==> config.mk <==
export PLATFORM = sky130hd
export DESIGN_NAME = pip_ram
export DESIGN_NICKNAME = d
export VERILOG_FILES = /design/src/hdl/pip_ram.sv
export SDC_FILE = /design/constraint.sdc
export NUM_CORES = 2
export LEC_CHECK = 0
export BUFFER_PORTS_ARGS = -buffer_cell sky130_fd_sc_hd__buf_2
export CORE_MARGIN = 5
export CORE_UTILIZATION = 45
export DETAILED_ROUTE_END_ITERATION = 6
export PLACE_DENSITY = 0.64
export SYNTH_ARGS = -nofsm -noshare
export SYNTH_HDL_FRONTEND = slang
export SYNTH_SLANG_ARGS = --single-unit
export TNS_END_PERCENT = 50
==> constraint.sdc <==
create_clock -name clk_i -period 6.45 [get_ports clk_i]
set_clock_uncertainty 0.15 [all_clocks]
set_input_delay 1.29 -clock clk_i [delete_from_list [all_inputs] [get_ports clk_i]]
set_output_delay 1.29 -clock clk_i [all_outputs]
set_load 0.005 [all_outputs]
==> src/hdl/pip_ram.sv <==
`default_nettype none
module pip_ram #(
  parameter int WIDTH = 48,
  parameter int DEPTH = 64
) (
  input  wire logic                     clk_i,
  input  wire logic                     we_i,
  input  wire logic [$clog2(DEPTH)-1:0] waddr_i,
  input  wire logic [WIDTH-1:0]         wdata_i,
  input  wire logic                     re_i,
  input  wire logic [$clog2(DEPTH)-1:0] raddr_i,
  output logic      [WIDTH-1:0]         rdata_o
);

  logic [WIDTH-1:0] mem_q [DEPTH];

  always_ff @(posedge clk_i) begin
    if (we_i) begin
      mem_q[waddr_i] <= wdata_i;
    end
    if (re_i) begin
      rdata_o <= mem_q[raddr_i];
    end
  end

endmodule
`default_nettype wire

-- Yosys cells after proc, flatten, opt, wreduce, memory -nomap -nowiden
Memories as Yosys holds them, arrays and structs flattened. A register that Yosys moved wholly into a read port is not among the register bits.
Index checks and enable logic that the tools add are counted.
- memories: 1
- bits in writable memories: 3072
- bits in registers: 0
- word-level logic and storage cells: 3
- output and inout port bits: 48
- bits of input ports: 63
- memory list (memory ; depth ; width ; rd ports ; clocked after memory_dff ; write ports ; RTL line ; RTL):
    mem_q ; 64 ; 48 ; 1 ; 1 ; 1 ; 15 ; logic [WIDTH-1:0] mem_q [DEPTH];
- muxes and demuxes: 2
- operator list (operator ; count):
    $mux 1 ; 2

-- Logic depth before layout (Yosys ltp)
- word-level depth: 2
- gate-level depth with buffers: 9

-- Worst setup path before layout
OpenSTA, ideal clock, no wires.
- path type: input to register
- from: input waddr_i[3]
- to: memory mem_q[48][0] (enable)
- cell stages on the path: 4
- library setup time: 0.513 ns
- data arrival time: 5.062 ns
- slack: 0.725 ns
- path buffers: 1
- cell sequence: clkbuf_1 -> nor2b_1 -> nand4b_1 -> nor3_1
- RTL lines (what ; RTL line ; RTL):
    from (decl) ; 8 ; input wire logic [$clog2(DEPTH)-1:0] waddr_i,
    to (decl) ; 15 ;
No word-level cell before the write port.

==> impl_metrics.ini <==
[place]
globalplace.congestion = 0.786
placed_cells_incl_taps = 8473
io_buffers = 110
dpl.hpwl_um = 171000

[clock_network]
ctsHoldBuffers = 0
cts_resized = 0
cts_root_buffer = clkbuf_16
cts_tree = yes
clk_path_buf_depth = 4
cts_sinks = 3120
clkLatencyLatePin_ps = 950
cts_setup_buffers = 0
clk_pin_slew_worst_paths_ps = 60
numCtsBuffers = 320
htreeDepth = 5

[route]
firstDrtPassIters = 6
wl_per_cell_um = 34.7
wl_um = 314000
drtIter0Drc = 7585
vias = 56700
viasPerCell = 6.28
post-route-drc-count = 0
drt.antenna.violating_nets = 0

[floorplanning]
start_util = 0.452
dieArea_um2 = 272000
ioPinCount = 111
dieHeight_um = 521
die_w_um = 521
core-area_um2 = 260000
rows = 187

[setup_path]
required_ps = 7030
cpMaxStageDelayCell = or2_2
cp.arrival_ps = 4480
crit_fanout = 27
cp-end-kind = flop
slowest_delay_ps = 1030
worst-path-buf-inv = 2
critPathKind = in -> reg
startpoint_type = input port
rrSetupSlack_ps = 4130
cpLargestDelayFamily = simple AND/OR/NAND/NOR gates
worstPathCellList = buf_2 > buf_4 > or2_2 > o22ai_1 > nor2_1 > a21oi_1 > a221oi_1

[pwr]
vdd_drop_max_mv = 0.297
power.leakage_nw = 41.0
power.density_nw_per_um2 = 316

[synth]
synthCells = 4970
yosysSeqAreaShare = 0.797
ys.flop_type = edfxtp_1
netlist_area_um2 = 118000
ys_ff_latch = 3120
synth-edff-count = 3120
yosys.area.top_type_share = 0.797
yosysWarnings = 0
ys_top_cells_by_area = edfxtp_1 80%, mux4_2 14%, o22ai_1 0.65%, a221oi_1 0.62%, mux2i_1 0.54%
async_flop_share = 0
yosysUniqueCellTypes = 35
syn_nets = 5033
yosysMostFrequentCell = edfxtp_1
yosys.area.top_type = edfxtp_1
yosys-top-cells-count = 3,120 x edfxtp_1, 754 x mux4_2, 132 x nor2_1
syn_avg_cell_area_um2 = 23.7

[timing]
worst_pin_slew_ps = 1290
tns_ps = 0
slew_headroom = 0.138
rsz0062_at_grt = false
fin_crit_sh = 0.605
setup-violations-final = 0
min_period_ps = 3900
finalMaxSlewViolations = 0
hold_viol_final = 0
fmax_ghz = 0.256

[final_layout]
fill_cells = 19900
drive_gt1_frac = 0.282
final_nets = 5362
area_growth_pct = 13.4
instances_no_fill = 9041

[run_status]
status = complete, no violations

[global_route]
grt_first_pass_wirelength_um = 442000
grt_use_total = 0.230
grt_antenna_before_repair = 31
overflow = 0
grt_pass1_vias = 57000
grt_max_degree = 113

[run]
max-cap-violations = 0

[min_path]
hp-class = reg -> reg
-- cell families (layout without fill, tap and decap cells) --
family,after synthesis,in the layout,synth area share
other,0,16,0
buffers and inverters,282,841,0.0127
DFF,3120,3120,0.797
and+or+nand+nor,253,253,0.00953
muxes,829,829,0.151
AOI/OAI and AO/OA,486,486,0.0301
-- worst paths after layout --
path,startpoint,to,depth (start not counted)
worst min-delay path,mem_q[59][24],rdata_o[24],4
worst max-delay path,raddr_i[3],rdata_o[35],7
worst max register to register,mem_q[44][29],rdata_o[29],5
worst min register to register,mem_q[59][24],rdata_o[24],4
-- tightest hold or removal path, cell delays in order, from the launching register on --
cell,delay [ps]
edfxtp_1,320
mux2i_1,90
nand2_1,80
a311oi_1,90
a211oi_1,190
-- layout make-up --
class	instances	area, µm²	share of cell area
sequential	3120	93700	0.703
multi-input combinational	1568	22900	0.172
clock buffer	388	8410	0.0631
tap	3496	4370	0.0328
timing repair buffer	289	2480	0.0186
clock inverter	164	1410	0.0105
antenna	16	40.0	0.000300
-- power by group --
| part | total [W] | switching [W] | leakage [nW] | internal, W |
|---|---|---|---|---|
| sequential | 0.0226 | 0.0000770 | 28.1 | 0.0225 |
| combinational | 0.00190 | 0.00121 | 8.14 | 0.000694 |
| clock | 0.0176 | 0.00744 | 4.80 | 0.0102 |
-- metal layers --
metal,share of wire,global-route usage,vias up,wire (µm)
met1,0.39,0.322,30800,121000
met2,0.49,0.375,3109,155000
met4,0.028,0.0634,6,8820
met5,0.00013,0,-,40
met3,0.094,0.0445,537,29400
li1,-,-,22200,-
-- sequential cells by signal (all words and copies together), names as in the netlist --
| signal | count |
|---|---|
| mem_q | 3072 |
| rdata_o | 48 |
-- metrics by stage --
stage / cell area [µm²] / power (W) / hold WS (ps) / util / setup WS (ps)
6_report: 133000 / 0.0421 / 710 / 0.513 / 2550
5_1_grt: 133000 / 0.0434 / 735 / 0.513 / 2470
4_1_cts: 133000 / 0.0424 / 708 / 0.513 / 2560
3_5_place_dp: 123000 / 0.0249 / 705 / 0.475 / 1600
3_3_place_gp: 123000 / 0.0249 / 671 / 0.475 / 1670
2_1_floorplan: 118000 / 0.0240 / 637 / - / 725
-- cell usage in the layout (no fill, tap or decap), types with 47 or more instances in the layout --
cell type	n
mux2i_1	63
a21oi_1	74
clkbuf_1	61
buf_2	106
buf_4	136
clkbuf_16	327
a22oi_1	72
nand2_1	53
clkinv_1	73
a221oi_1	83
mux4_2	754
nor2_4	64
o22ai_1	122
edfxtp_1	3120
a22o_1	57
clkinv_2	47
nor2_1	68
Note: power is estimated with default switching activity, not from simulation.
