## src/hdl/pip_pkg.sv

```systemverilog
`default_nettype none
package pip_pkg;

  localparam int COORD_WIDTH      = 24;
  localparam int CROSS_W          = 48;
  localparam int CFG_IDX_W        = 3;
  localparam int CFG_DATA_W       = 24;
  localparam int AREA_TOL_W       = 16;
  localparam int LEN_TOL_W        = 8;
  localparam int MAX_VERTICES_DEF = 64;

  localparam logic [AREA_TOL_W-1:0]         AREA_TOL_RST = AREA_TOL_W'(1);
  localparam logic [LEN_TOL_W-1:0]          LEN_TOL_RST  = LEN_TOL_W'(0);
  localparam logic signed [COORD_WIDTH-1:0] RAY_X_RST    = COORD_WIDTH'(512000);
  localparam logic signed [COORD_WIDTH-1:0] RAY_Y_RST    = COORD_WIDTH'(513280);

  typedef enum logic {
    CMD_LOAD  = 1'b0,
    CMD_QUERY = 1'b1
  } cmd_e;

  typedef enum logic [CFG_IDX_W-1:0] {
    CFG_BND_INSIDE = 3'd0,
    CFG_AREA_TOL   = 3'd1,
    CFG_LEN_TOL    = 3'd2,
    CFG_RAY_X      = 3'd3,
    CFG_RAY_Y      = 3'd4
  } cfg_idx_e;

  // Cross product operand orders, written as (a, b, c).
  typedef enum logic [3:0] {
    X_VPQ  = 4'd0,
    X_MPQ  = 4'd1,
    X_PVM  = 4'd2,
    X_QVM  = 4'd3,
    X_PQV  = 4'd4,
    X_PQM  = 4'd5,
    X_VMP  = 4'd6,
    X_MQV  = 4'd7,
    X_MVPR = 4'd8
  } xsel_e;

  localparam int XSEL_N = 9;

  typedef enum logic [1:0] {
    D_P  = 2'd0,
    D_Q  = 2'd1,
    D_PR = 2'd2
  } dst_e;

  typedef struct packed {
    logic signed [COORD_WIDTH-1:0] x;
    logic signed [COORD_WIDTH-1:0] y;
  } pt_t;

  typedef struct packed {
    logic  vtx_wr;
    logic  v_cap;
    logic  rd_en;
    dst_e  rd_dst;
    logic  x_issue;
    xsel_e x_sel;
    logic  ev1;
    logic  ev2;
  } dp_cmd_t;

  typedef struct packed {
    logic bnd_hit;
    logic in_poly;
  } dp_sts_t;

endpackage
`default_nettype wire

```

## src/hdl/pip_cross.sv

```systemverilog
`default_nettype none
module pip_cross (
  input  wire logic                                   clk_i,
  input  wire logic                                   rst_ni,
  input  wire logic                                   vld_i,
  input  pip_pkg::xsel_e                              tag_i,
  input  pip_pkg::pt_t                                a_i,
  input  pip_pkg::pt_t                                b_i,
  input  pip_pkg::pt_t                                c_i,
  output logic                                        vld_o,
  output pip_pkg::xsel_e                              tag_o,
  output logic signed [pip_pkg::CROSS_W-1:0]          res_o
);

  localparam int CW = pip_pkg::COORD_WIDTH;
  localparam int DW = CW + 1;
  localparam int PW = 2 * DW;
  localparam int XW = pip_pkg::CROSS_W;

  logic signed [DW-1:0] d1_d, e1_d, d2_d, e2_d;
  logic signed [DW-1:0] d1_q, e1_q, d2_q, e2_q;
  logic signed [PW-1:0] p1_d, p2_d, p1_q, p2_q;
  logic signed [PW:0]   r;
  logic [PW-XW+1:0]     top;
  logic [XW-1:0]        res_d;
  logic                 v0_q, v1_q;
  pip_pkg::xsel_e       t0_q, t1_q;

  always_comb begin
    d1_d = $signed({a_i.x[CW-1], a_i.x}) - $signed({b_i.x[CW-1], b_i.x});
    e1_d = $signed({c_i.y[CW-1], c_i.y}) - $signed({a_i.y[CW-1], a_i.y});
    d2_d = $signed({a_i.x[CW-1], a_i.x}) - $signed({c_i.x[CW-1], c_i.x});
    e2_d = $signed({b_i.y[CW-1], b_i.y}) - $signed({a_i.y[CW-1], a_i.y});
    p1_d = d1_q * e1_q;
    p2_d = d2_q * e2_q;
    r    = $signed({p1_q[PW-1], p1_q}) - $signed({p2_q[PW-1], p2_q});
    top  = r[PW:XW-1];
    if ((&top) || !(|top)) begin
      res_d = r[XW-1:0];
    end else if (r[PW]) begin
      res_d = {1'b1, {(XW-1){1'b0}}};
    end else begin
      res_d = {1'b0, {(XW-1){1'b1}}};
    end
  end

  always_ff @(posedge clk_i) begin
    d1_q  <= d1_d;
    e1_q  <= e1_d;
    d2_q  <= d2_d;
    e2_q  <= e2_d;
    p1_q  <= p1_d;
    p2_q  <= p2_d;
    res_o <= res_d;
    t0_q  <= tag_i;
    t1_q  <= t0_q;
    tag_o <= t1_q;
  end

  always_ff @(posedge clk_i or negedge rst_ni) begin
    if (!rst_ni) begin
      v0_q  <= 1'b0;
      v1_q  <= 1'b0;
      vld_o <= 1'b0;
    end else begin
      v0_q  <= vld_i;
      v1_q  <= v0_q;
      vld_o <= v1_q;
    end
  end

endmodule
`default_nettype wire

```

## config.mk

```make
export PLATFORM = sky130hd
export DESIGN_NAME = pip_cross
export DESIGN_NICKNAME = d
export VERILOG_FILES = /design/src/hdl/pip_pkg.sv /design/src/hdl/pip_cross.sv
export SDC_FILE = /design/constraint.sdc
export NUM_CORES = 2
export LEC_CHECK = 0
export BUFFER_PORTS_ARGS = -buffer_cell sky130_fd_sc_hd__buf_4
export CAP_MARGIN = 20
export CORE_ASPECT_RATIO = 1.2
export CORE_MARGIN = 10
export CORE_UTILIZATION = 55
export DETAILED_ROUTE_END_ITERATION = 8
export GPL_ROUTABILITY_DRIVEN = 0
export PLACE_DENSITY = 0.84
export SYNTH_ARGS = -nofsm -noshare
export SYNTH_HDL_FRONTEND = slang
export SYNTH_SLANG_ARGS = --single-unit
export TNS_END_PERCENT = 30
```

## constraint.sdc

```tcl
create_clock -name clk_i -period 12.5 [get_ports clk_i]
set_clock_uncertainty 0.15 [all_clocks]
set_input_delay 0.625 -clock clk_i [delete_from_list [all_inputs] [get_ports clk_i]]
set_output_delay 0.625 -clock clk_i [all_outputs]
set_load 0.01 [all_outputs]
```

Word-level counts from Yosys, hierarchy flattened
Cells that the tools add are included.
{ "word_totals": {"register_bits": 263, "input_bits": 151, "output_inout_bits": 53} }
{ "op_classes": {"add_sub_neg": 5, "multipliers": 2, "n_mux": 2, "n_reduce_logical": 4} }
{ "op_table": {"columns": ["op", "n"], "rows": [
  ["$mul A25 B25 Y50", 2],
  ["$sub A24 B24 Y25", 4],
  ["$mux W48", 2],
  ["$sub A50 B50 Y51", 1],
  ["$reduce_and A4 Y1", 1],
  ["$reduce_or A4 Y1", 1],
  ["$logic_not A1 Y1", 1],
  ["$logic_or A1 B1 Y1", 1]
]} }

Longest topological paths before layout
{ "logic_depth": {"depth_word": 5, "mapped_depth": 29, "mapped_depth_nobuf": 27} }

Least setup slack after synthesis
OpenSTA, ideal clock, no wires.
{ "synth_timing": {"kind": "register to register", "from": "register e2_q[4]", "to": "register p2_q[49]", "setup_time_ps": 72, "arrival_time_ps": 7086, "required_ps": 12278, "path_slack_ps": 5192, "stages_incl_launch_ff": 28, "path_buffers": 2, "cell_sequence": "dfxtp_1 > clkbuf_1 > clkbuf_1 > nand2_1 > fa_1 > inv_1 > fa_1 > inv_1 > fa_1 > fa_1 > inv_1 > fa_1 > fa_1 > inv_1 > fa_1 > inv_1 > ha_1 > a21o_1 > a21o_1 > a2111oi_0 > o21a_1 > a21oi_1 > o21ai_1 > a21oi_1 > a2111oi_1 > o31ai_1 > a21oi_1 > xnor2_1"} }
{ "synth_between": {"elab_chain_len": 1} }
{ "synth_rtl": {"columns": ["item", "line", "text"], "rows": [
  ["start: declaration", "pip_cross.sv:21", "logic signed [DW-1:0] d1_q, e1_q, d2_q, e2_q;"],
  ["start signal: assignment", "pip_cross.sv:51", "e2_q <= e2_d;"],
  ["$mul A25 B25 Y50", "pip_cross.sv:35", "p2_d = d2_q * e2_q;"],
  ["net p2_d[49]", "pip_cross.sv:22", "logic signed [PW-1:0] p1_d, p2_d, p1_q, p2_q;"],
  ["end signal: assignment", "pip_cross.sv:53", "p2_q <= p2_d;"],
  ["end: declaration", "pip_cross.sv:22", null]
]} }
The timed path passes the listed nets, and every way through them passes these cells.

Worst setup path in the final report
Same ends and word-level chain as after synthesis.

==> results.sh <==
export IMPL_outcome="finished clean"
export IMPL_place_area_sq_um=61310
export IMPL_finalWorstSetupSlack_ns=3.779
export IMPL_clk_path_buf_depth=3
export IMPL_setup_violations=0
export IMPL_stdcell_area_sq_um=62840
export IMPL_ctsHtreeMaxLevel=2
export IMPL_cp_slowest_cell="dfxtp_1"
export IMPL_slew_headroom_pct=21.42
export IMPL_synthToLayoutAreaGrowth_pct=7.073
export IMPL_drt_iter0_markers=4271
export IMPL_synth_nets=8243
export IMPL_cts_sinks=263
export IMPL_drive_gt1_share_pct=5.738
export IMPL_fin_crit_ns=8.721
export IMPL_grt_usage_pct=27.66
export IMPL_portBuffers=203
export IMPL_hold_start="t1_q[2]"
export IMPL_grt_start_max_net_pins=48
export IMPL_grt_pass1_wl_um=262700
export IMPL_viasPerCell=5.742
export IMPL_antenna_found_initial=8
export IMPL_num_io_pins=204
export IMPL_synth_main_ff_cell="dfxtp_1"
export IMPL_pre_cts_ws_ns=4.038
export IMPL_crit_top_cell="fa_1"
export IMPL_drc=0
export IMPL_critical_path_depth=25
export IMPL_fp_dieArea_sq_um=120200
export IMPL_cp_start_kind="flop"
export IMPL_die_width_um=318.2
export IMPL_min_path_cells=0
export IMPL_crit_buf_inv=5
export IMPL_postSynth_asyncResetShare_pct=1.141
export IMPL_numCtsBuffers=34
export IMPL_cts_root_buf="clkbuf_16"
export IMPL_tightest_slew_ns=1.177
export IMPL_ys_ff_latch=263
export IMPL_clk_pin_slew_ns=0.07
export IMPL_critical_path_required_ns=12.81
export IMPL_synth_cells=6343
export IMPL_vias=44970
export IMPL_fin_crit_sh_pct=69.77
export IMPL_r2r_cells=25
export IMPL_drt_wirelength_per_cell_um=20.99
export IMPL_num_nets_final=8305
export IMPL_min_path_type="reg2reg"
export IMPL_cp_startpoint="e2_q[4]"
export IMPL_crit_fanout=25
export IMPL_cp_top_family="adder cells"
export IMPL_synth_cell_area_sq_um=58690
export IMPL_postCtsSetupRepairBufs=0
export IMPL_timing_fmax_mhz=114.7
export IMPL_grt_pass1_vias=49890
export IMPL_endpoint_kind="flop"
export IMPL_yosysWarnings=0
export IMPL_timing_worst_setup_path_type="reg2reg"
export IMPL_cap_violations=0
export IMPL_finalHoldViolCount=0
export IMPL_wirelength_um=164400
export IMPL_antenna_left=0
export IMPL_setup_tns_ns=0
export IMPL_max_stage_delay_ns=1.10
export IMPL_dp_hpwl_um=133000
export IMPL_crit_arrival_ns=9.03
export IMPL_synth_distinct_cells=96
export IMPL_initial_core_util_pct=55.26
export IMPL_design_core_area_sq_um=106200
export IMPL_syn_area_per_cell_sq_um=9.253
export IMPL_rsz0062_at_grt="false"
export IMPL_die_h_um=377.8
export IMPL_grt_overflow=0
export IMPL_first_pass_iters=9
export IMPL_ys_seq_area_share_pct=8.996
export IMPL_maxSlewViolCount=0
export IMPL_std_cell_rows=131
export IMPL_clk_latency_ns=0.59
export IMPL_regToRegStartpoint="e2_q[4]"
export IMPL_cts_tree="built"
export IMPL_synth_edff_count=0
worst register-to-register path, stage by stage (launching register included):
cell and delay, ns:
dfxtp_1 1.10, nand2_1 0.23, fa_1 0.59, inv_1 0.05
fa_1 0.50, inv_1 0.07, fa_1 0.46, fa_1 0.56
inv_1 0.06, fa_1 0.45, fa_1 0.59, inv_1 0.07
fa_1 0.47, inv_1 0.04, ha_1 0.33, a21o_1 0.20
a21o_1 0.16, a2111oi_0 0.50, o21a_1 0.20, a21oi_1 0.09
o21ai_1 0.42, a21oi_1 0.17, a2111oi_1 0.71, o31ai_1 0.17
a21oi_1 0.20, xnor2_1 0.07
kinds of logic after synthesis:
group	share of synthesized area, %
XOR/XNOR	3.373
buffers and inverters	11.04
multiplexers	0.05330
flip-flops	8.996
AND/OR/NAND/NOR	14.90
adder cells (fa/ha/maj)	54.18
AO/OA/AOI/OAI	7.455
state kept, by name, summed over array words and instances, names as in the netlist:
| signal | cells |
|---|---|
| p1_q | 50 |
| p2_q | 50 |
| res_o | 48 |
| d1_q | 25 |
| d2_q | 25 |
| e1_q | 25 |
| e2_q | 25 |
| t0_q | 4 |
| t1_q | 4 |
| tag_o | 4 |
| v0_q | 1 |
| v1_q | 1 |
| vld_o | 1 |
what timing repair did:
item                      4_1_cts  5_1_grt
hold buffers                    6        0
gates resized for setup         0        0
hold endpoints to repair        8        0
worst paths after layout:
check | endpoint | slack, ns
worst max-delay path | p2_q[49] | 3.78
worst min-delay path | tag_o[2] | 0.17
worst max register to register | p2_q[49] | 3.78
worst min register to register | tag_o[2] | 0.17
max in group asynchronous | vld_o | 11.87
min in group asynchronous | v1_q | 0.23
final cells by class:
| class | count | area [sq um] |
|---|---|---|
| sequential | 263 | 5280 |
| antenna | 4 | 10.01 |
| inverter | 1435 | 5386 |
| tap | 1396 | 1747 |
| timing repair buffer | 275 | 2247 |
| clock buffer | 39 | 910.9 |
| clock inverter | 23 | 321.6 |
| multi-input combinational | 4396 | 46940 |
| fill | 8593 | 43370 |
Yosys cell counts (8+ instances only):
cell type	count	area, sq um
and4_1	8	70.07
nor2_1	163	611.8
inv_1	1432	5375
a21oi_1	186	930.9
nand3_1	39	195.2
ha_1	428	5355
clkbuf_1	223	837.1
nor2b_1	30	187.7
o21a_1	29	217.7
xnor2_1	160	1401
a31oi_1	18	112.6
o31ai_1	9	67.56
and2_1	601	3760
a211oi_1	15	112.6
o21bai_1	25	187.7
a21o_1	162	1216
o211ai_1	15	112.6
nand2b_1	49	306.5
xor2_1	66	578.1
nand4_1	24	150.1
a21boi_0	11	82.58
o21ai_0	89	445.4
nand2_1	743	2789
buf_6	13	146.4
nor3_1	41	205.2
and3_1	25	156.4
dfxtp_1	260	5205
or3_1	11	68.82
fa_1	1321	26450
through the flow:
step	util, %	instances	hold WS [ns]
floorplan	-	6343	0.1596
global placement	57.72	7750	0.1622
detailed placement	57.72	7750	0.1646
CTS	58.94	7818	0.1459
global route	59.16	7828	0.1577
finish	59.17	7831	0.1700
routing by layer:
| layer | GRT usage [%] | part of all wire [%] | up-vias |
|---|---|---|---|
| met5 | 0 | 0.021 | - |
| met4 | 19.84 | 8.6 | 6 |
| met3 | 6.449 | 10 | 749 |
| met2 | 45.64 | 47 | 2522 |
| met1 | 31.50 | 34 | 22600 |
| li1 | - | - | 19090 |
cell usage in the layout, fill, tap and decap left out, types with 5 or more instances in the layout:
cell type	count
nand3_1	39
nor4_1	5
clkinv_2	6
o21ai_0	89
o31ai_1	9
and4_1	8
fa_1	1321
xor2_1	66
nand4_1	24
dlygate4sd3_1	6
inv_1	1432
nor2_1	162
a21o_1	162
xnor2_1	160
a211oi_1	15
o2111ai_1	7
nor3_1	41
nand2b_1	49
or2_2	7
or3_1	11
a21oi_1	186
o21a_1	29
o21ai_1	6
buf_4	260
buf_16	8
dfxtp_1	260
a21boi_0	11
ha_1	428
and2_1	601
o211ai_1	15
and3_1	25
clkbuf_16	35
bufinv_16	6
nand2_1	743
a31oi_1	18
o21bai_1	25
nor2b_1	30
Power is not shown: default switching activity piles up to over one toggle a cycle in this logic, so the estimate is an artifact.
